### src/rtl/scl_pkg.sv
package scl_pkg;

	// Configuration register indexes
	localparam logic [1:0] REG_BLK_OFF    = 2'd0;
	localparam logic [1:0] REG_INDEX_BITS = 2'd1;
	localparam logic [1:0] REG_WAYS_USED  = 2'd2;
	localparam logic [1:0] REG_POLICY     = 2'd3;

	// Replacement policy codes
	localparam logic POLICY_LRU  = 1'b0;
	localparam logic POLICY_FIFO = 1'b1;

	// Lookup outcome codes
	localparam logic [1:0] OUT_HIT  = 2'd0;
	localparam logic [1:0] OUT_FILL = 2'd1;
	localparam logic [1:0] OUT_REPL = 2'd2;

	// Raw set index width (index_bits is at most 7)
	localparam int IDX_RAW_W = 7;

	typedef struct packed {
		logic [4:0] blk_off;
		logic [2:0] index_bits;
		logic [3:0] ways_used;
		logic       policy;
	} cfg_t;

	typedef struct packed {
		logic [1:0] outcome;
		logic       hit;
		logic       miss;
	} upd_status_t;

endpackage

### src/rtl/scl_addr_split.sv
module scl_addr_split #(
	parameter int ADDR_WIDTH = 32,
	parameter int MAX_SETS   = 64
) (
	input  logic [31:0]                                      address,
	input  scl_pkg::cfg_t                                    cfg,
	output logic [((MAX_SETS > 1) ? $clog2(MAX_SETS) : 1)-1:0] set,
	output logic [ADDR_WIDTH-1:0]                            tag
);

	import scl_pkg::*;

	localparam int SET_W = (MAX_SETS > 1) ? $clog2(MAX_SETS) : 1;
	localparam int RAW_N = 1 << IDX_RAW_W;
	localparam logic [6:0] AW_L = 7'(ADDR_WIDTH);

	// raw index -> set number modulo the set count, built at elaboration
	function automatic logic [RAW_N*SET_W-1:0] set_tab_init();
		logic [RAW_N*SET_W-1:0] t;
		t = '0;
		for (int i = 0; i < RAW_N; i++) begin
			t[i*SET_W +: SET_W] = SET_W'(i % MAX_SETS);
		end
		return t;
	endfunction

	localparam logic [RAW_N*SET_W-1:0] SET_TAB = set_tab_init();

	logic [ADDR_WIDTH-1:0] addr_m;
	logic [ADDR_WIDTH-1:0] idx_sh;
	logic [IDX_RAW_W-1:0]  idx_mask;
	logic [IDX_RAW_W-1:0]  idx_raw;
	logic [5:0]            tag_sh;

	assign addr_m   = address[ADDR_WIDTH-1:0];
	assign idx_sh   = addr_m >> cfg.blk_off;
	assign idx_mask = IDX_RAW_W'((8'd1 << cfg.index_bits) - 8'd1);
	assign idx_raw  = idx_sh[IDX_RAW_W-1:0] & idx_mask;

	// Set number modulo the set count: constant table over the raw index
	assign set = SET_TAB[idx_raw*SET_W +: SET_W];

	// Tag vanishes once offset plus index covers the whole address
	assign tag_sh = {1'b0, cfg.blk_off} + {3'b000, cfg.index_bits};
	assign tag    = ({1'b0, tag_sh} >= AW_L) ? '0 : (addr_m >> tag_sh);

endmodule

### config.mk
export PLATFORM = sky130hd
export DESIGN_NAME = scl_addr_split
export DESIGN_NICKNAME = d
export VERILOG_FILES = /design/src/rtl/scl_pkg.sv /design/src/rtl/scl_addr_split.sv
export SDC_FILE = /design/constraint.sdc
export NUM_CORES = 1
export LEC_CHECK = 0
export ABC_AREA = 0
export BUFFER_PORTS_ARGS = -buffer_cell sky130_fd_sc_hd__clkbuf_2
export CAP_MARGIN = 30
export CORE_UTILIZATION = 55
export DETAILED_ROUTE_END_ITERATION = 12
export PLACE_DENSITY = 0.91
export SYNTH_ARGS = -nofsm -noshare
export SYNTH_HDL_FRONTEND = slang
export SYNTH_SLANG_ARGS = --single-unit
export TNS_END_PERCENT = 10
### constraint.sdc
create_clock -name vclk -period 10.3
set_input_delay 2.06 -clock vclk [all_inputs]
set_output_delay 2.06 -clock vclk [all_outputs]
set_load 0.02 [all_outputs]
==> impl_metrics.csv <==
group,metric,value,unit
timing,min_period_over_period,76.2,%
timing,tightest_slew,0.913,ns
placed_design,place_inst,474,
finish,n_clock_buffer,0,
floorplan,fp.dieW,79.5,µm
clocking,postCtsSetupBuffers,0,
global_routing,grt_pass1_vias,3189,
power,worst_ir_drop_vdd,0.0000528,V
detailed_routing,vias,3595,
critical_path,path_cells,"clkbuf_2, ha_1, a21o_1, o21ai_1, nand2_1, mux2_2, o221ai_1, clkbuf_2",
placed_design,place.gp.congestion,0.923,
synth,synthCells,355,
synth,netlist_area,3310,µm²
global_routing,overflow,0,
floorplan,coreArea,5640,µm²
timing,slew_headroom,38.8,%
detailed_routing,drt-initial-drc-count,667,
global_routing,grt_pass1_wl,15.9,mm
detailed_routing,ant_nets,0,
detailed_routing,routed_wl,10.0,mm
finish,seq_cell_count,0,
timing,setup_viol,0,
synth,yosys.area.top_type_share,32.0,%
finish,seqCellArea,0,µm²
synth,synth_warnings,0,
synth,yosys-top-cells-count,"47 x mux4_2, 35 x nand2_1, 31 x mux2i_1, 25 x mux2_2, 23 x nor2_1",
timing,hold_viol,0,
synth,synth_area_leader_cell,"mux4_2",
global_routing,grt_max_degree,42,
critical_path,startpoint,"cfg[10]",
hold_path,min_delay_path_depth,4,
global_routing,grt.total_usage,31.6,%
detailed_routing,post_drt_wl_per_cell,21.2,µm
power,p_per_area,97.3,nW/µm²
timing,drv_slew,0,
timing,post-route-min-period,7.85,ns
critical_path,path_class,"primary input to output port",
synth,synth.area.top_cells,"mux4_2 32%, mux2i_1 9.4%, mux2_2 8.5%, mux4_1 4.8%, nand2_1 4.0%",
critical_path,slowest_stage,"nand2_1",
finish,final_nets,455,
critical_path,slowest_delay,0.76,ns
placed_design,io_buffers,78,
power,power,0.000347,W
synth,synth_area_per_cell,9.31,µm²
clocking,cts_resized,0,
hold_path,holdCritStartpoint,"cfg[7]",
critical_path,worst-path-max-fanout,29,
run,max_cap_violations,0,
detailed_routing,vias_per_cell,7.57,
timing,timing.hold.ws,4.56,ns
power,leakagePower,1.49,nW
critical_path,cp-start-kind,"primary input",
timing,rsz0062_at_grt,"no",
floorplan,die_y,79.5,µm
finish,instances_no_fill,475,
timing,timing.fmax,0.127,GHz
floorplan,rows,27,
finish,syn_to_final_growth,7.87,%
global_routing,antenna_found_initial,0,
detailed_routing,drc_errors,0,
detailed_routing,dr.pass1.iters,6,
synth,synth.distinct_cells,48,
timing,finalSetupTns,0,ns
synth,ys_seq_area_share,0,%
critical_path,required,8.24,ns
critical_path,crit_arrival,5.79,ns
status,status,"finished, final reports clean",
hold_path,hp-class,"primary input to output port",
synth,synth_nets,405,
clocking,ctsHoldBuffers,0,
placed_design,dp_hpwl,7.58,mm
floorplan,initial_core_util,58.6,%
critical_path,cp-end-kind,"output port",
floorplan,ios,83,
finish,drive_gt1_share,40.0,%
floorplan,die-area,6320,µm²
finish,diodes,0,
critical_path,crit_top_cell,"clkbuf_2",
synth,yosysMostFrequentCell,"mux4_2",
-- worst max-delay path: cells and delay by family --
family	cells	cell delay, ns
compound gates	3	1.21
buf+inv	2	0.79
simple gates	1	0.76
mux	1	0.50
fa+ha+maj	1	0.46
-- layout make-up --
type | instances | area, µm²
Timing Repair Buffer | 84 | 448
Multi-Input combinational cell | 305 | 2980
Tap cell | 72 | 90.1
Inverter | 14 | 52.6
Fill cell | 455 | 2080
-- logic make-up after synthesis --
logic type / after synthesis / share of synthesized area, %
and+or+nand+nor: 103 / 14.8
buffers and inverters: 50 / 10.3
xor gates and xnor gates: 5 / 1.32
AOI/OAI and AO/OA: 83 / 16.8
adders and majority gates: 5 / 2.12
muxes: 109 / 54.7
-- placed cells by master, fill, tap and decap left out, types with 2 or more instances in the layout --
cell / count
o22ai_1: 10
a311oi_1: 4
o221ai_1: 3
o21a_1: 2
nand2_1: 35
or3_1: 5
buf_4: 5
nor2b_1: 5
nor2_1: 23
o21ai_1: 2
nor4_1: 2
mux4_2: 47
nand3_1: 11
mux4_1: 6
and3_1: 3
a31oi_1: 7
o211ai_1: 2
mux2_2: 25
o21ai_0: 11
inv_1: 13
mux2i_1: 31
nor3_1: 12
a211oi_1: 15
a21oi_1: 13
a22oi_1: 6
o31ai_1: 2
clkbuf_2: 78
ha_1: 4
o311a_1: 2
xnor2_1: 3
-- worst paths after layout --
path	endpoint	slack [ns]
worst max-delay path	tag[11]	2.45
worst min-delay path	set[3]	4.56
-- where the power goes --
part / internal, W / total, W / switching (W)
logic: 0.000146 / 0.000347 / 0.000201
clock network: 0 / 0 / 0
registers: 0 / 0 / 0
-- per-stage QoR --
step / worst slack, ns / util (%) / instance area, µm²
final: 2.45 / 63.2 / 3570
after global routing: 2.27 / 63.2 / 3570
after CTS: 2.54 / 62.9 / 3550
after floorplan: 3.57 / - / 3310
after global placement: 2.60 / 62.9 / 3550
after detailed placement: 2.54 / 62.9 / 3550
-- metal layers --
metal | wire length (µm) | track usage [%] | vias up
li1 | - | - | 1542
met1 | 3590 | 41.8 | 1691
met2 | 4960 | 53.6 | 310
met3 | 1160 | 4.00 | 52
met4 | 340 | 9.82 | 0
met5 | 0 | 0 | -
(Power assumes the default switching activity.)
