[config.mk]
export PLATFORM = sky130hd
export DESIGN_NAME = scl_ram
export DESIGN_NICKNAME = d
export VERILOG_FILES = /design/src/rtl/scl_ram.sv
export SDC_FILE = /design/constraint.sdc
export NUM_CORES = 1
export LEC_CHECK = 0
export BUFFER_PORTS_ARGS = -buffer_cell sky130_fd_sc_hd__buf_2
export CAP_MARGIN = 15
export CORE_MARGIN = 2
export CORE_UTILIZATION = 54
export DETAILED_ROUTE_END_ITERATION = 10
export GPL_TIMING_DRIVEN = 1
export HOLD_SLACK_MARGIN = 0.05
export PLACE_DENSITY = 0.7
export SYNTH_ARGS = -nofsm -noshare
export SYNTH_HDL_FRONTEND = slang
export SYNTH_SLANG_ARGS = --single-unit
[constraint.sdc]
create_clock -name clk -period 3 [get_ports clk]
set_clock_uncertainty 0.15 [all_clocks]
set_input_delay 0.15 -clock clk [delete_from_list [all_inputs] [get_ports clk]]
set_output_delay 0.15 -clock clk [all_outputs]
set_load 0.03 [all_outputs]
[src/rtl/scl_ram.sv]
module scl_ram #(
	parameter int WIDTH = 8,
	parameter int DEPTH = 64
) (
	input  logic                                   clk,
	input  logic                                   we,
	input  logic [((DEPTH > 1) ? $clog2(DEPTH) : 1)-1:0] waddr,
	input  logic [WIDTH-1:0]                       wdata,
	input  logic                                   re,
	input  logic [((DEPTH > 1) ? $clog2(DEPTH) : 1)-1:0] raddr,
	output logic [WIDTH-1:0]                       rdata
);

	logic [WIDTH-1:0] mem [DEPTH];

	always_ff @(posedge clk) begin
		if (we) begin
			mem[waddr] <= wdata;
		end
		if (re) begin
			rdata <= mem[raddr];
		end
	end

endmodule

==> impl_metrics.prom <==
# TYPE chip_impl_metric gauge
chip_impl_info{name="result_of_the_run",value="finished clean"} 1
chip_impl_metric{name="postSynth.asyncResetShare",unit="%"} 0
chip_impl_info{name="critical_path_origin",value="mem[29][6]"} 1
chip_impl_metric{name="die-width",unit="microns"} 197.6
chip_impl_metric{name="half_perimeter_wire_length_of_the_detailed_placement_result",unit="microns"} 28060
chip_impl_metric{name="syn_nets",unit=""} 963
chip_impl_metric{name="syn_to_final_growth",unit="%"} 15.12
chip_impl_metric{name="globalRouteTotalUtil",unit="%"} 23.94
chip_impl_metric{name="hold_viol_final",unit=""} 0
chip_impl_metric{name="sum_of_routed_wire_length_over_all_layers",unit="microns"} 45100
chip_impl_metric{name="dr.pass1.iters",unit=""} 5
chip_impl_metric{name="antenna_found_initial",unit=""} 0
chip_impl_metric{name="nNetsFinal",unit=""} 1106
chip_impl_info{name="rsz0062_at_grt",value="no"} 1
chip_impl_metric{name="insertion_delay",unit="ns"} 0.58
chip_impl_metric{name="ios",unit=""} 31
chip_impl_metric{name="routed-via-count",unit=""} 10120
chip_impl_metric{name="place_congestion",unit=""} 0.8602
chip_impl_metric{name="syn_area",unit="sq um"} 20250
chip_impl_metric{name="finalHoldWorstSlack",unit="ns"} 0.04134
chip_impl_metric{name="viasPerCell",unit=""} 6.362
chip_impl_metric{name="rr_worst_depth",unit=""} 5
chip_impl_metric{name="antenna_cells",unit=""} 0
chip_impl_metric{name="total_power",unit="mW"} 15.08
chip_impl_metric{name="post-synth-top-area-fraction",unit="%"} 77.12
chip_impl_metric{name="clock_path_buffers",unit=""} 3
chip_impl_metric{name="maximum_achievable_frequency",unit="MHz"} 410.1
chip_impl_metric{name="post_route_cells_drive_above_1_share",unit="%"} 30.39
chip_impl_metric{name="min_path_cells",unit=""} 1
chip_impl_info{name="min-delay-start",value="wdata[1]"} 1
chip_impl_metric{name="h-tree-depth",unit=""} 2
chip_impl_metric{name="pwr_density_cell",unit="nW/um^2"} 647.1
chip_impl_metric{name="worst_slew_pin_slew",unit="ns"} 0.8419
chip_impl_metric{name="syn_inst",unit=""} 940
chip_impl_metric{name="routed_wire_length_per_instance",unit="microns"} 28.37
chip_impl_info{name="critical_path_class",value="flip-flop to flip-flop"} 1
chip_impl_info{name="yosys_most_used_dff",value="sky130_fd_sc_hd__edfxtp_1"} 1
chip_impl_metric{name="synth-seq-cells",unit=""} 520
chip_impl_metric{name="placement.io_buffers",unit=""} 30
chip_impl_metric{name="final-max-slew-violation-count",unit=""} 0
chip_impl_metric{name="drc",unit=""} 0
chip_impl_metric{name="clk_sinks",unit=""} 520
chip_impl_metric{name="grt_pass1_wl",unit="microns"} 67070
chip_impl_info{name="setup.worst_path.start_class",value="flip-flop"} 1
chip_impl_metric{name="vdd_drop_max",unit="mV"} 0.4766
chip_impl_metric{name="crit_required",unit="ns"} 3.14
chip_impl_metric{name="die_area",unit="sq um"} 39060
chip_impl_metric{name="grt_start_max_net_pins",unit=""} 65
chip_impl_info{name="r2r_start",value="mem[29][6]"} 1
chip_impl_metric{name="core_area",unit="sq um"} 36790
chip_impl_metric{name="synth.yosys.seq_area_share",unit="%"} 77.12
chip_impl_metric{name="clk_transition_reported_paths",unit="ns"} 0.06
chip_impl_info{name="min_path_type",value="primary input to flip-flop"} 1
chip_impl_info{name="tritoncts",value="built"} 1
chip_impl_metric{name="fp.dieH",unit="microns"} 197.6
chip_impl_metric{name="postCtsSetupRepairBufs",unit=""} 0
chip_impl_metric{name="setup_viol",unit=""} 0
chip_impl_metric{name="yosysWarningCount",unit=""} 0
chip_impl_metric{name="congestion_overflow_gr",unit=""} 0
chip_impl_info{name="yosysTopAreaCell",value="sky130_fd_sc_hd__edfxtp_1"} 1
chip_impl_metric{name="tns",unit="ns"} 0
chip_impl_metric{name="synth-edff-count",unit=""} 520
chip_impl_metric{name="initial_utilization",unit="%"} 55.04
chip_impl_metric{name="max_slew_margin",unit="%"} 43.87
chip_impl_metric{name="data_arrival_time_at_the_worst_slack_endpoint",unit="ns"} 2.58
chip_impl_metric{name="drtIter0Drc",unit=""} 1446
chip_impl_metric{name="antenna_violating_nets_post_route",unit=""} 0
chip_impl_metric{name="grt_pass1_vias",unit=""} 10100
chip_impl_metric{name="synth.avg_cell_area",unit="sq um"} 21.54
chip_impl_metric{name="rows",unit=""} 70
chip_impl_info{name="synth_area_leaders",value="sky130_fd_sc_hd__edfxtp_1, sky130_fd_sc_hd__mux4_2, sky130_fd_sc_hd__nor2_1"} 1
chip_impl_metric{name="cts_resized",unit=""} 0
chip_impl_metric{name="post_cts_hold_buffer_count",unit=""} 6
chip_impl_metric{name="number_of_max_cap_violations",unit=""} 0
chip_impl_metric{name="synthDistinctLibCells",unit=""} 39
chip_impl_metric{name="cts-buffers-inserted",unit=""} 50
chip_impl_info{name="timing.critical_path.to_type",value="flip-flop"} 1
chip_impl_metric{name="finalCritPeriodShare",unit="%"} 81.28
chip_impl_metric{name="finalCriticalPeriod",unit="ns"} 2.438
chip_impl_info{name="cts-root-buf",value="sky130_fd_sc_hd__clkbuf_16"} 1
chip_impl_metric{name="power_leakage",unit="nW"} 7.506
chip_impl_metric{name="timing.critical_path.fanout_max",unit=""} 1
[cell families after synthesis]
| logic type | synth area share, % |
|---|---|
| flops | 77.12 |
| buf+inv | 1.563 |
| mux | 15.88 |
| compound gates | 2.064 |
| simple gates | 3.374 |
[cell usage in the layout, fill, tap and decap left out, drive strengths merged, types with 3 or more instances in the layout]
cell,instances
nand2b,7
a21oi,3
clkinv,24
o2111ai,3
a211oi,4
bufinv,6
edfxtp,520
mux2,13
o2bb2ai,3
nor2b,14
o21ai,4
mux2i,23
nand3,13
a22oi,3
o22ai,8
a221oi,6
o221ai,8
nand2,19
nor3,7
dlygate4sd3,11
mux4,126
buf,130
clkbuf,61
nand3b,3
nor2,83
[metrics by stage]
stage | setup slack (ns) | cell area (sq um) | utilization (%) | instances
after floorplan | 0.8937 | 20250 | - | 940
after global placement | 0.2929 | 21470 | 58.36 | 1482
after detailed placement | 0.3152 | 21470 | 58.36 | 1482
after CTS | 0.6090 | 23140 | 62.90 | 1579
after global routing | 0.5621 | 23310 | 63.36 | 1590
final | 0.5615 | 23310 | 63.36 | 1590
[synth_stat cells, drive strengths merged, types with 4 or more instances]
library cell	instances
a221oi	6
mux4	126
nand2b	7
mux2	13
nand3	13
buf	34
mux2i	23
nand2	19
a211oi	4
o22ai	8
nor2	83
o221ai	8
edfxtp	520
nor2b	14
o21ai	4
clkbuf	17
nor3	7
[layout make-up]
class / count / area, sq um
multi-input combinational: 369 / 4315
clock buffer: 60 / 1310
sequential: 520 / 15620
tap: 468 / 585.6
timing repair buffer: 142 / 1182
fill: 2457 / 13480
clock inverter: 31 / 300.3
[final timing paths]
check	to	slack [ns]
worst max-delay path	rdata[6]	0.56
worst min-delay path	mem[35][1]	0.04
worst max register to register	rdata[6]	0.56
worst min register to register	rdata[0]	0.77
[state kept, by name, indices dropped and copies added (netlist names)]
name and flops:
mem 512, rdata 8
[power by group]
part / internal, mW / total [mW] / switching (mW)
clock network: 3.62 / 6.20 / 2.58
logic: 0.319 / 0.808 / 0.490
registers: 8.06 / 8.08 / 0.0215
[worst max-delay path, cell delays in order, from the launching register on]
cell,delay [ns]
sky130_fd_sc_hd__edfxtp_1,0.37
sky130_fd_sc_hd__mux4_2,0.49
sky130_fd_sc_hd__mux2_2,0.28
sky130_fd_sc_hd__o221a_2,0.29
sky130_fd_sc_hd__nor3_1,0.42
sky130_fd_sc_hd__o32ai_1,0.16
[per-layer routing]
layer	GRT usage, %	vias up	part of all wire [%]
li1	-	4215	-
met2	37.00	521	47
met3	3.568	71	8.1
met1	36.42	5309	42
met5	0	-	0
met4	6.377	0	2.4
Note: power is estimated with default switching activity, not from simulation.
