### config.mk
export PLATFORM = sky130hd
export DESIGN_NAME = scl_update
export DESIGN_NICKNAME = d
export VERILOG_FILES = /design/src/rtl/scl_pkg.sv /design/src/rtl/scl_update.sv
export SDC_FILE = /design/constraint.sdc
export NUM_CORES = 1
export LEC_CHECK = 0
export BUFFER_PORTS_ARGS = -buffer_cell sky130_fd_sc_hd__buf_2
export CAP_MARGIN = 15
export CORE_AREA = 2 2 248 250
export DETAILED_ROUTE_END_ITERATION = 16
export DIE_AREA = 0 0 250 252
export GPL_TIMING_DRIVEN = 0
export PLACE_DENSITY = 0.41
export SETUP_SLACK_MARGIN = 0.02
export SLEW_MARGIN = 10
export SYNTH_ARGS = -nofsm -noshare
export SYNTH_HDL_FRONTEND = slang
export SYNTH_SLANG_ARGS = --single-unit
export TNS_END_PERCENT = 100
### constraint.sdc
create_clock -name vclk -period 18.8
set_input_delay 0.94 -clock vclk [all_inputs]
set_output_delay 0.94 -clock vclk [all_outputs]
set_load 0.02 [all_outputs]
### src/rtl/scl_pkg.sv
package scl_pkg;

	// Configuration register indexes
	localparam logic [1:0] REG_BLK_OFF    = 2'd0;
	localparam logic [1:0] REG_INDEX_BITS = 2'd1;
	localparam logic [1:0] REG_WAYS_USED  = 2'd2;
	localparam logic [1:0] REG_POLICY     = 2'd3;

	// Replacement policy codes
	localparam logic POLICY_LRU  = 1'b0;
	localparam logic POLICY_FIFO = 1'b1;

	// Lookup outcome codes
	localparam logic [1:0] OUT_HIT  = 2'd0;
	localparam logic [1:0] OUT_FILL = 2'd1;
	localparam logic [1:0] OUT_REPL = 2'd2;

	// Raw set index width (index_bits is at most 7)
	localparam int IDX_RAW_W = 7;

	typedef struct packed {
		logic [4:0] blk_off;
		logic [2:0] index_bits;
		logic [3:0] ways_used;
		logic       policy;
	} cfg_t;

	typedef struct packed {
		logic [1:0] outcome;
		logic       hit;
		logic       miss;
	} upd_status_t;

endpackage

### src/rtl/scl_update.sv
module scl_update #(
	parameter int MAX_WAYS   = 8,
	parameter int ADDR_WIDTH = 32
) (
	input  logic [MAX_WAYS*(ADDR_WIDTH+((MAX_WAYS > 1) ? $clog2(MAX_WAYS) : 1)+1)
	              + ((MAX_WAYS > 1) ? $clog2(MAX_WAYS) : 1)-1:0] row_rd,
	input  logic                                                row_init,
	input  logic [ADDR_WIDTH-1:0]                               tag,
	input  scl_pkg::cfg_t                                       cfg,
	output logic [MAX_WAYS*(ADDR_WIDTH+((MAX_WAYS > 1) ? $clog2(MAX_WAYS) : 1)+1)
	              + ((MAX_WAYS > 1) ? $clog2(MAX_WAYS) : 1)-1:0] row_wr,
	output logic [((MAX_WAYS > 1) ? $clog2(MAX_WAYS) : 1)-1:0]  way,
	output scl_pkg::upd_status_t                                status
);

	import scl_pkg::*;

	localparam int WAY_W  = (MAX_WAYS > 1) ? $clog2(MAX_WAYS) : 1;
	localparam int RANK_W = WAY_W;
	localparam int CNT_W  = $clog2(MAX_WAYS + 1);
	localparam int TAGS_LO  = 0;
	localparam int RANKS_LO = MAX_WAYS * ADDR_WIDTH;
	localparam int VALID_LO = RANKS_LO + MAX_WAYS * RANK_W;
	localparam int PTR_LO   = VALID_LO + MAX_WAYS;
	localparam logic [4:0] MAXW_L = 5'(MAX_WAYS);

	logic [ADDR_WIDTH-1:0] tags     [MAX_WAYS];
	logic [RANK_W-1:0]     ranks    [MAX_WAYS];
	logic [RANK_W-1:0]     new_ranks[MAX_WAYS];
	logic [ADDR_WIDTH-1:0] new_tags [MAX_WAYS];
	logic [MAX_WAYS-1:0]   valid;
	logic [MAX_WAYS-1:0]   new_valid;
	logic [WAY_W-1:0]      ptr;
	logic [WAY_W-1:0]      new_ptr;
	logic [4:0]            wn;
	logic [CNT_W-1:0]      n_valid;
	logic                  hit_f, empty_f;
	logic [WAY_W-1:0]      hit_w, empty_w, lru_w, fifo_w, fifo_nxt, sel;
	logic [RANK_W-1:0]     best_rank, sel_rank;

	// Row unpack; a set never written reads as all invalid, ranks and pointer zero
	always_comb begin
		for (int w = 0; w < MAX_WAYS; w++) begin
			tags[w]  = row_rd[TAGS_LO + w*ADDR_WIDTH +: ADDR_WIDTH];
			ranks[w] = row_init ? row_rd[RANKS_LO + w*RANK_W +: RANK_W] : '0;
		end
		valid = row_init ? row_rd[VALID_LO +: MAX_WAYS] : '0;
		ptr   = row_init ? row_rd[PTR_LO +: WAY_W] : '0;
	end

	// Active way count, clamped to 1..MAX_WAYS
	always_comb begin
		wn = {1'b0, cfg.ways_used};
		if (wn == 5'd0) begin
			wn = 5'd1;
		end else if (wn > MAXW_L) begin
			wn = MAXW_L;
		end
	end

	always_comb begin
		n_valid = '0;
		for (int w = 0; w < MAX_WAYS; w++) begin
			n_valid = n_valid + CNT_W'(valid[w]);
		end
	end

	// Parallel tag compare and first empty way
	always_comb begin
		hit_f   = 1'b0;
		hit_w   = '0;
		empty_f = 1'b0;
		empty_w = '0;
		for (int w = 0; w < MAX_WAYS; w++) begin
			if (!hit_f && valid[w] && (5'(w) < wn) && (tags[w] == tag)) begin
				hit_f = 1'b1;
				hit_w = WAY_W'(w);
			end
			if (!empty_f && !valid[w] && (5'(w) < wn)) begin
				empty_f = 1'b1;
				empty_w = WAY_W'(w);
			end
		end
	end

	// LRU victim: lowest rank, earliest way on ties
	always_comb begin
		lru_w     = '0;
		best_rank = ranks[0];
		for (int w = 1; w < MAX_WAYS; w++) begin
			if ((5'(w) < wn) && (ranks[w] < best_rank)) begin
				lru_w     = WAY_W'(w);
				best_rank = ranks[w];
			end
		end
	end

	// FIFO victim and next pointer
	always_comb begin
		fifo_w   = (5'(ptr) >= wn) ? '0 : ptr;
		fifo_nxt = ((5'(fifo_w) + 5'd1) >= wn) ? '0 : WAY_W'(fifo_w + 1'b1);
	end

	always_comb begin
		status = '0;
		if (hit_f) begin
			sel            = hit_w;
			status.outcome = OUT_HIT;
			status.hit     = 1'b1;
		end else if (empty_f) begin
			sel            = empty_w;
			status.outcome = OUT_FILL;
		end else begin
			sel            = (cfg.policy == POLICY_FIFO) ? fifo_w : lru_w;
			status.outcome = OUT_REPL;
			status.miss    = 1'b1;
		end
	end

	// Row update: tag write, rank refresh, valid bit, pointer
	always_comb begin
		sel_rank  = ranks[sel];
		new_valid = valid;
		new_ptr   = ptr;
		for (int w = 0; w < MAX_WAYS; w++) begin
			new_tags[w]  = tags[w];
			new_ranks[w] = ranks[w];
		end
		if (!status.hit) begin
			new_tags[sel] = tag;
		end
		if (status.outcome == OUT_FILL) begin
			new_ranks[sel] = RANK_W'(n_valid);
			new_valid[sel] = 1'b1;
		end else begin
			for (int w = 0; w < MAX_WAYS; w++) begin
				if ((WAY_W'(w) != sel) && valid[w] && (ranks[w] > sel_rank)) begin
					new_ranks[w] = ranks[w] - 1'b1;
				end
			end
			new_ranks[sel] = RANK_W'(n_valid - 1'b1);
		end
		if (status.miss && (cfg.policy == POLICY_FIFO)) begin
			new_ptr = fifo_nxt;
		end
	end

	always_comb begin
		for (int w = 0; w < MAX_WAYS; w++) begin
			row_wr[TAGS_LO + w*ADDR_WIDTH +: ADDR_WIDTH] = new_tags[w];
			row_wr[RANKS_LO + w*RANK_W +: RANK_W]        = new_ranks[w];
		end
		row_wr[VALID_LO +: MAX_WAYS] = new_valid;
		row_wr[PTR_LO +: WAY_W]      = new_ptr;
	end

	assign way = sel;

endmodule

==> results of run 1 <==
layout make-up:
| class | instances | area, µm² | share of cell area [%] |
|---|---|---|---|
| plain buffers | 120 | 576 | 4.06 |
| repair buffers | 598 | 3000 | 21.2 |
| well taps | 782 | 978 | 6.90 |
| inverters | 53 | 199 | 1.40 |
| diodes | 17 | 42.5 | 0.300 |
| multi-input cells | 1126 | 9370 | 66.1 |
how the worst max path moves through the flow:
stage                             end  slack [ns]  cells after the start
after floorplan           row_wr[269]        3.92                     58
after global placement    row_wr[269]       -0.99                     59
after detailed placement  row_wr[269]        0.12                     62
after CTS                 row_wr[269]        0.03                     62
after global routing      row_wr[269]        0.04                     62
final                     row_wr[269]        1.13                     62
logic make-up after synthesis:
kind of cell,Yosys count,synth area share (%)
multiplexers,289,31.9
AND/OR/NAND/NOR,326,17.1
adder cells (fa/ha/maj),57,7.36
AO/OA/AOI/OAI,194,13.5
XOR/XNOR,260,22.5
buffers and inverters,174,7.70
where the power goes:
group	total (mW)	internal, mW	switching, mW
Clock	0.000000122	0.000000122	0
Sequential	0	0	0
Combinational	0.544	0.182	0.361
Total	0.544	0.182	0.361
timing repair:
action | in CTS | in global routing
endpoints found under the setup margin | 0 | 24
gates resized for setup | 0 | 6
hold buffers | 0 | 0
layer usage:
metal | vias up | track usage, % | part of all wire [%]
met2 | 645 | 54.2 | 50
met4 | 26 | 11.5 | 4.7
met1 | 6808 | 34.0 | 38
li1 | 5950 | - | -
met3 | 133 | 6.05 | 6.9
met5 | - | 0 | 0.15
cell usage in the layout (no fill, tap or decap), types with 6 or more instances in the layout:
master and n:
a211oi_1 16, a21o_1 13, a21oi_1 35, a31oi_1 7
and2_1 9, buf_1 6, buf_2 686, clkbuf_1 20
diode_2 17, ha_1 53, inv_1 48, mux2_1 63
mux2_2 196, mux2i_1 29, nand2_1 83, nand2b_1 6
nand3_1 31, nand4_1 31, nor2_1 41, nor2b_1 7
nor3_1 27, nor4_1 66, o21ai_0 43, xnor2_1 53
xor2_1 207
worst max-delay path, delay by kind of cell:
family / cells / cell delay [ns]
fa+ha+maj: 8 / 2.30
buf+inv: 9 / 2.41
compound gates: 27 / 6.44
simple gates: 12 / 2.59
mux: 6 / 2.00
metrics by stage:
step           worst slack (ns)  hold slack [ns]  std cells  instance area (µm²)
2_1_floorplan              3.92             2.07       1300                10100
3_3_place_gp             -0.994             2.25       2676                14100
3_5_place_dp              0.122             2.24       2680                14100
4_1_cts                  0.0321             2.24       2680                14100
5_1_grt                  0.0386             2.26       2681                14100
6_report                   1.13             2.24       2696                14200
==> reports/results.ini, run 1 <==
[global_routing]
grt_pass1_vias = 13643
grt_pass1_wl_um = 127000
overflow = 0
grt_start_max_net_pins = 11
antenna_found_initial = 35
grt_usage_pct = 29.7

[floorplan]
dieArea_um2 = 63000
rows = 90
die_x_um = 250
initial_core_util_pct = 16.8
die_h_um = 252
core-area_um2 = 60100
ioPinCount = 635

[detailed_routing]
ant_nets = 0
wire_per_inst_um = 36.5
viasPerCell = 5.03
drt_iter0_drc = 1131
wl_um = 98500
dr.pass1.iters = 5
via_count = 13562
drcViolationCount = 0

[power]
finalPower_mw = 0.544
irDropWorstVdd_mv = 0.0172
power.density_nw_per_um2 = 38.4
leakagePower_nw = 6.59

[min_path]
hold_class = in2out
hold_start = row_rd[169]
holdPathStages = 3
hold_path_end = row_wr[169]

[worst_setup_path]
crit_start = row_init
worstPathMaxFanout = 19
cp.arrival_ns = 16.73
cp_slowest_cell = or4b_4
worstSetupStartpointType = input pin
critPathRequiredTime_ns = 17.86
end_kind = output pin
path_class = in2out
path_common_cell = ha_1
critPathMaxStageDelay_ns = 0.52

[outcome]
status = complete, no violations

[placed_design]
routabilityCongestion = 1.01
io_buffers = 594
hpwlAfterDp_um = 85300

[synthesis]
synth_area_um2 = 10100
syn_area_per_cell_um2 = 7.77
synth_area_leaders = mux2_2, xor2_1, mux2_1, ha_1, xnor2_1
synth_most_common_cell = xor2_1
ys_warn_count = 0
yosys-top-cells-count = xor2_1, mux2_2, buf_2, nand2_1, nor4_1
synth_top_cell_by_area = mux2_2
synth_cell_types = 73
synth_top_cell_area_share_pct = 21.8
synth-seq-area-share_pct = 0
synthCells = 1300
synth_fp_nets = 1694

[layout]
clkbuf_count = 0
drive_above_1_share_pct = 48.4
final_nets = 2293
utilization_pct = 23.6
area_delta_synth_final_pct = 40.3
n_sequential_cell = 0
regArea_um2 = 0
fillCellCount = 6919

[clock_network]
cts_setup_buffers = 0

[sta]
hold_violations = 0
drv_slew = 0
setup_violations = 0
final.period_utilization_pct = 94.0
tightest_slew_ns = 1.15
finalSetupTns_ns = 0
timing.fmax_mhz = 56.6
rsz0062_at_grt = no
slew_headroom_pct = 22.5
fin_crit_ns = 17.67

[flow_run]
cap_violations = 0

No activity file was read; power rests on OpenSTA's default activity.
==> run 2, diff against run 1 <==
Settings changed: BUFFER_PORTS_ARGS -buffer_cell sky130_fd_sc_hd__buf_2 to -buffer_cell sky130_fd_sc_hd__buf_4.
==> reports/results.ini, run 2 (synthesized netlist as in run 1, its figures left out) <==
[floorplan]
initial_core_util_pct = 16.8  ; unchanged
die_x_um = 250  ; unchanged
dieArea_um2 = 63000  ; unchanged
die_h_um = 252  ; unchanged
ioPinCount = 635  ; unchanged
core-area_um2 = 60100  ; unchanged
rows = 90  ; unchanged

[worst_setup_path]
path_common_cell = ha_1
cp.arrival_ns = 17.07  ; +0.34 ns
worstPathMaxFanout = 19  ; unchanged
cp_num_cells = 62  ; unchanged
end_kind = output pin
crit_start = row_init
worstSetupStartpointType = input pin
critPathRequiredTime_ns = 17.86  ; about the same
crit_path_end = row_wr[263]
worstPathBufferInverterCount = 9  ; unchanged
cp_slowest_cell = a311oi_1
critPathMaxStageDelay_ns = 0.75  ; +0.23 ns
critPathTopFamily = compound AO/OA/AOI/OAI gates
path_class = in2out

[global_routing]
antenna_found_initial = 22  ; -37%
grt_pass1_wl_um = 128000  ; +0.54%
grt_start_max_net_pins = 20  ; +9
overflow = 0  ; unchanged
grt_pass1_vias = 13671  ; +0.21%
grt_usage_pct = 29.8  ; +0.087 points

[layout]
final_nets = 2292  ; -0.044%
regArea_um2 = 0  ; unchanged
final_common_cell = buf_4
area_delta_synth_final_pct = 54.6
final_cell_mix = buf_4, xor2_1, mux2_2
utilization_pct = 26.0  ; +2.4 points
drive_above_1_share_pct = 48.3  ; -0.13 points
clkbuf_count = 0  ; unchanged
fillCellCount = 6849  ; -1.0%
n_sequential_cell = 0  ; unchanged

[sta]
hold_ws_ns = 2.22  ; -0.0237 ns
timing.fmax_mhz = 55.5  ; -1.9%
setup_violations = 0  ; unchanged
rsz0062_at_grt = no
final.period_utilization_pct = 95.8  ; +1.8 points
tightest_slew_ns = 1.19  ; +0.0412 ns
fin_ws_ns = 0.787  ; -0.343 ns
fin_crit_ns = 18.01  ; +0.343 ns
hold_violations = 0  ; unchanged
slew_headroom_pct = 20.4  ; -2.0 points
finalSetupTns_ns = 0  ; unchanged
drv_slew = 0  ; unchanged

[detailed_routing]
drcViolationCount = 0  ; unchanged
via_count = 13492  ; -0.52%
wire_per_inst_um = 36.7  ; +0.53%
wl_um = 98600  ; +0.16%
viasPerCell = 5.02  ; -0.15%
dr.pass1.iters = 5  ; unchanged
drt_iter0_drc = 1102  ; -2.6%
ant_nets = 0  ; unchanged

[power]
irDropWorstVdd_mv = 0.0167  ; -2.9%
leakagePower_nw = 7.08  ; +7.4%
power.density_nw_per_um2 = 37.6  ; -2.0%

[placed_design]
hpwlAfterDp_um = 85500  ; +0.27%
dp_slack_ns = -0.604  ; -0.727 ns
routabilityCongestion = 0.971  ; -3.6%
io_buffers = 594  ; unchanged

[min_path]
hold_class = in2out

[outcome]
status = complete, no violations

[clock_network]
cts_hold_buf = 0  ; unchanged

[flow_run]
cap_violations = 0  ; unchanged

run 2: cell count changes in the layout (fill, tap and decap cells not counted), sizes merged:
cell	delta
buf	-1
diode	-9
run 2: cell type report:
type / count / area, µm² / share of cell area, %
antenna: 8 / 20.0 / 0.128
buffer: 120 / 576 / 3.69
inverter: 53 / 199 / 1.27
multi-input combinational: 1126 / 9360 / 60.0
tap: 782 / 978 / 6.27
timing repair buffer: 597 / 4480 / 28.7
run 2: repair_timing:
item	in CTS	in global routing
setup endpoints to repair	24	24
resized for setup	1	5
gates cloned	0	0
buffers inserted	0	1
pin swaps	0	1
run 2: per-layer routing:
layer	up-vias	GRT usage (%)	wire, µm	share of wire, %
li1	5929	-	-	-
met2	671	53.2	48600	49
met4	14	13.4	5380	5.5
met3	123	6.61	6600	6.7
met5	-	0	81	0.082
met1	6755	33.9	38000	38
run 2: tightest hold or removal path, stage by stage:
cell and delay, ns:
buf_4 0.09, mux2_1 0.12, buf_4 0.13
run 2: how the worst min path moves through the flow:
stage | from | to | slack [ns] | cells after the start
floorplan | row_rd[100] | row_wr[100] | 2.07 | 1
global placement | row_rd[183] | row_wr[183] | 2.22 | 3
detailed placement | row_rd[165] | row_wr[165] | 2.22 | 3
CTS | row_rd[165] | row_wr[165] | 2.22 | 3
global route | row_rd[182] | row_wr[182] | 2.23 | 3
finish | row_rd[165] | row_wr[165] | 2.22 | 3
run 2: power by group:
group / switching (mW) / internal (mW)
Sequential: 0 / 0
Combinational: 0.362 / 0.224
Clock: 0 / 0.0000000122
run 2: per-stage QoR:
step	area (µm²)	cells	power [mW]
3_5_place_dp	15600	2678	0.579
6_report	15600	2686	0.587
4_1_cts	15600	2677	0.582
3_3_place_gp	15500	2676	0.578
5_1_grt	15600	2679	0.615
2_1_floorplan	10100	1300	0.297
==> run 3, diff against run 2 <==
Settings changed: CELL_PAD_IN_SITES_DETAIL_PLACEMENT set to 1, CELL_PAD_IN_SITES_GLOBAL_PLACEMENT set to 1, CORE_AREA 2 2 248 250 to 2 2 246 248, DIE_AREA 0 0 250 252 to 0 0 248 250, PLACE_DENSITY 0.41 to 0.55.
==> reports/results.ini, run 3 (synthesized netlist as in run 1, its figures left out) <==
[detailed_routing]
wl_um = 98300  ; -0.28%
drt_iter0_drc = 912  ; -17%
viasPerCell = 5.04  ; +0.40%
ant_nets = 0  ; unchanged
dr.pass1.iters = 5  ; unchanged
via_count = 13561  ; +0.51%
drcViolationCount = 0  ; unchanged
wire_per_inst_um = 36.6  ; -0.39%

[global_routing]
grt_pass1_wl_um = 128000  ; -0.19%
grt_usage_pct = 30.3  ; +0.50 points
overflow = 0  ; unchanged
grt_pass1_vias = 14040  ; +2.7%
antenna_found_initial = 18  ; -18%
grt_start_max_net_pins = 11  ; -45%

[layout]
regArea_um2 = 0  ; unchanged
final_nets = 2292  ; unchanged
n_sequential_cell = 0  ; unchanged
final_common_cell = buf_4
design_area_um2 = 15600  ; +0.13%
fillCellCount = 7152  ; +4.4%
clkbuf_count = 0  ; unchanged
final_cell_mix = buf_4, xor2_1, mux2_2
utilization_pct = 26.2  ; +0.28 points
drive_above_1_share_pct = 48.4  ; +0.11 points
area_delta_synth_final_pct = 54.7

[sta]
hold_violations = 0  ; unchanged
drv_slew = 0  ; unchanged
fin_crit_ns = 18.05  ; +0.0323 ns
rsz0062_at_grt = no
hold_ws_ns = 2.21  ; -0.00603 ns
timing.fmax_mhz = 55.4  ; -0.18%
final.period_utilization_pct = 96.0  ; +0.17 points
slew_headroom_pct = 27.8  ; +7.4 points
tightest_slew_ns = 1.08  ; -0.111 ns
fin_ws_ns = 0.755  ; -0.0323 ns
setup_violations = 0  ; unchanged

[placed_design]
hpwlAfterDp_um = 85100  ; -0.41%
placed_area_um2 = 15600  ; +0.13%
dp_slack_ns = 0.187  ; +0.791 ns
routabilityCongestion = 0.968  ; -0.30%
io_buffers = 594  ; unchanged

[power]
p_seq_share_pct = 0  ; unchanged
netSwitchingPower_mw = 0.362  ; -0.16%
netSwitchingFraction_pct = 61.6  ; -0.12 points
intPower_mw = 0.225  ; +0.36%
irDropWorstVdd_mv = 0.0169  ; +1.3%
power.density_nw_per_um2 = 37.5  ; about the same
leakagePower_nw = 7.09  ; about the same
clkPwrFrac_pct = 0  ; unchanged
p_comb_share_pct = 100.0  ; about the same

[worst_setup_path]
path_class = in2out
critPathMaxStageDelay_ns = 0.57  ; -0.18 ns
worstPathBufferInverterCount = 9  ; unchanged
worstSetupStartpointType = input pin
end_kind = output pin
worstPathMaxFanout = 19  ; unchanged
critPathRequiredTime_ns = 17.86  ; about the same
path_common_cell = ha_1
cp_slowest_cell = a2111oi_0
critPathTopFamily = compound AO/OA/AOI/OAI gates
cp.arrival_ns = 17.11  ; +0.04 ns

[floorplan]
rows = 90  ; unchanged
die_h_um = 250  ; -0.79%
initial_core_util_pct = 17.0  ; +0.16 points
dieArea_um2 = 62000  ; -1.6%
core-area_um2 = 59600  ; -0.94%
ioPinCount = 635  ; unchanged
die_x_um = 248  ; -0.80%

[flow_run]
cap_violations = 0  ; unchanged

[clock_network]
cts_setup_buffers = 0  ; unchanged

[min_path]
hold_class = in2out

[outcome]
status = complete, no violations

run 3: per-stage QoR:
step | total power, mW | TNS (ns) | cells
3_3_place_gp | 0.570 | -8.82 | 2676
4_1_cts | 0.581 | 0 | 2679
6_report | 0.587 | 0 | 2689
2_1_floorplan | 0.297 | 0 | 1300
3_5_place_dp | 0.578 | 0 | 2679
5_1_grt | 0.614 | 0 | 2678
run 3: path summary, 6_finish.rpt:
| path | cells past startpoint | to | startpoint | slack [ns] |
|---|---|---|---|---|
| setup / recovery | 64 | row_wr[269] | row_init | 0.75 |
| hold / removal | 3 | row_wr[230] | row_rd[230] | 2.21 |
run 3: tightest hold or removal path, delay by kind of cell:
family	cells	cell delay, ns
buffers and inverters	2	0.22
muxes	1	0.11
run 3: timing repair:
item                                   in CTS  in global routing
hold buffers                                0                  0
setup endpoints to repair                   0                 24
gates resized for setup                     0                  6
endpoints found under the hold margin       0                  0
run 3: power groups by stage:
stage	Combinational, mW	Clock, mW	Sequential [mW]
floorplan	0.297	0	0
global placement	0.570	0	0
CTS	0.581	0	0
detailed placement	0.578	0	0
global route	0.614	0	0
finish	0.587	0.0000000689	0
run 3: metal layers:
metal | vias to the layer above | wire length, µm | GRT usage (%) | part of all wire, %
met5 | - | 80 | 0 | 0.081
li1 | 5945 | - | - | -
met1 | 6865 | 37400 | 35.5 | 38
met3 | 114 | 6970 | 4.99 | 7.1
met2 | 625 | 48900 | 54.2 | 50
met4 | 12 | 4940 | 12.2 | 5.0
run 3: cell type report:
type | count | area, µm² | area share [%]
diodes | 11 | 27.5 | 0.176
plain buffers | 120 | 577 | 3.69
inverters | 53 | 199 | 1.27
multi-input cells | 1126 | 9370 | 59.9
well taps | 782 | 978 | 6.26
repair buffers | 597 | 4490 | 28.7
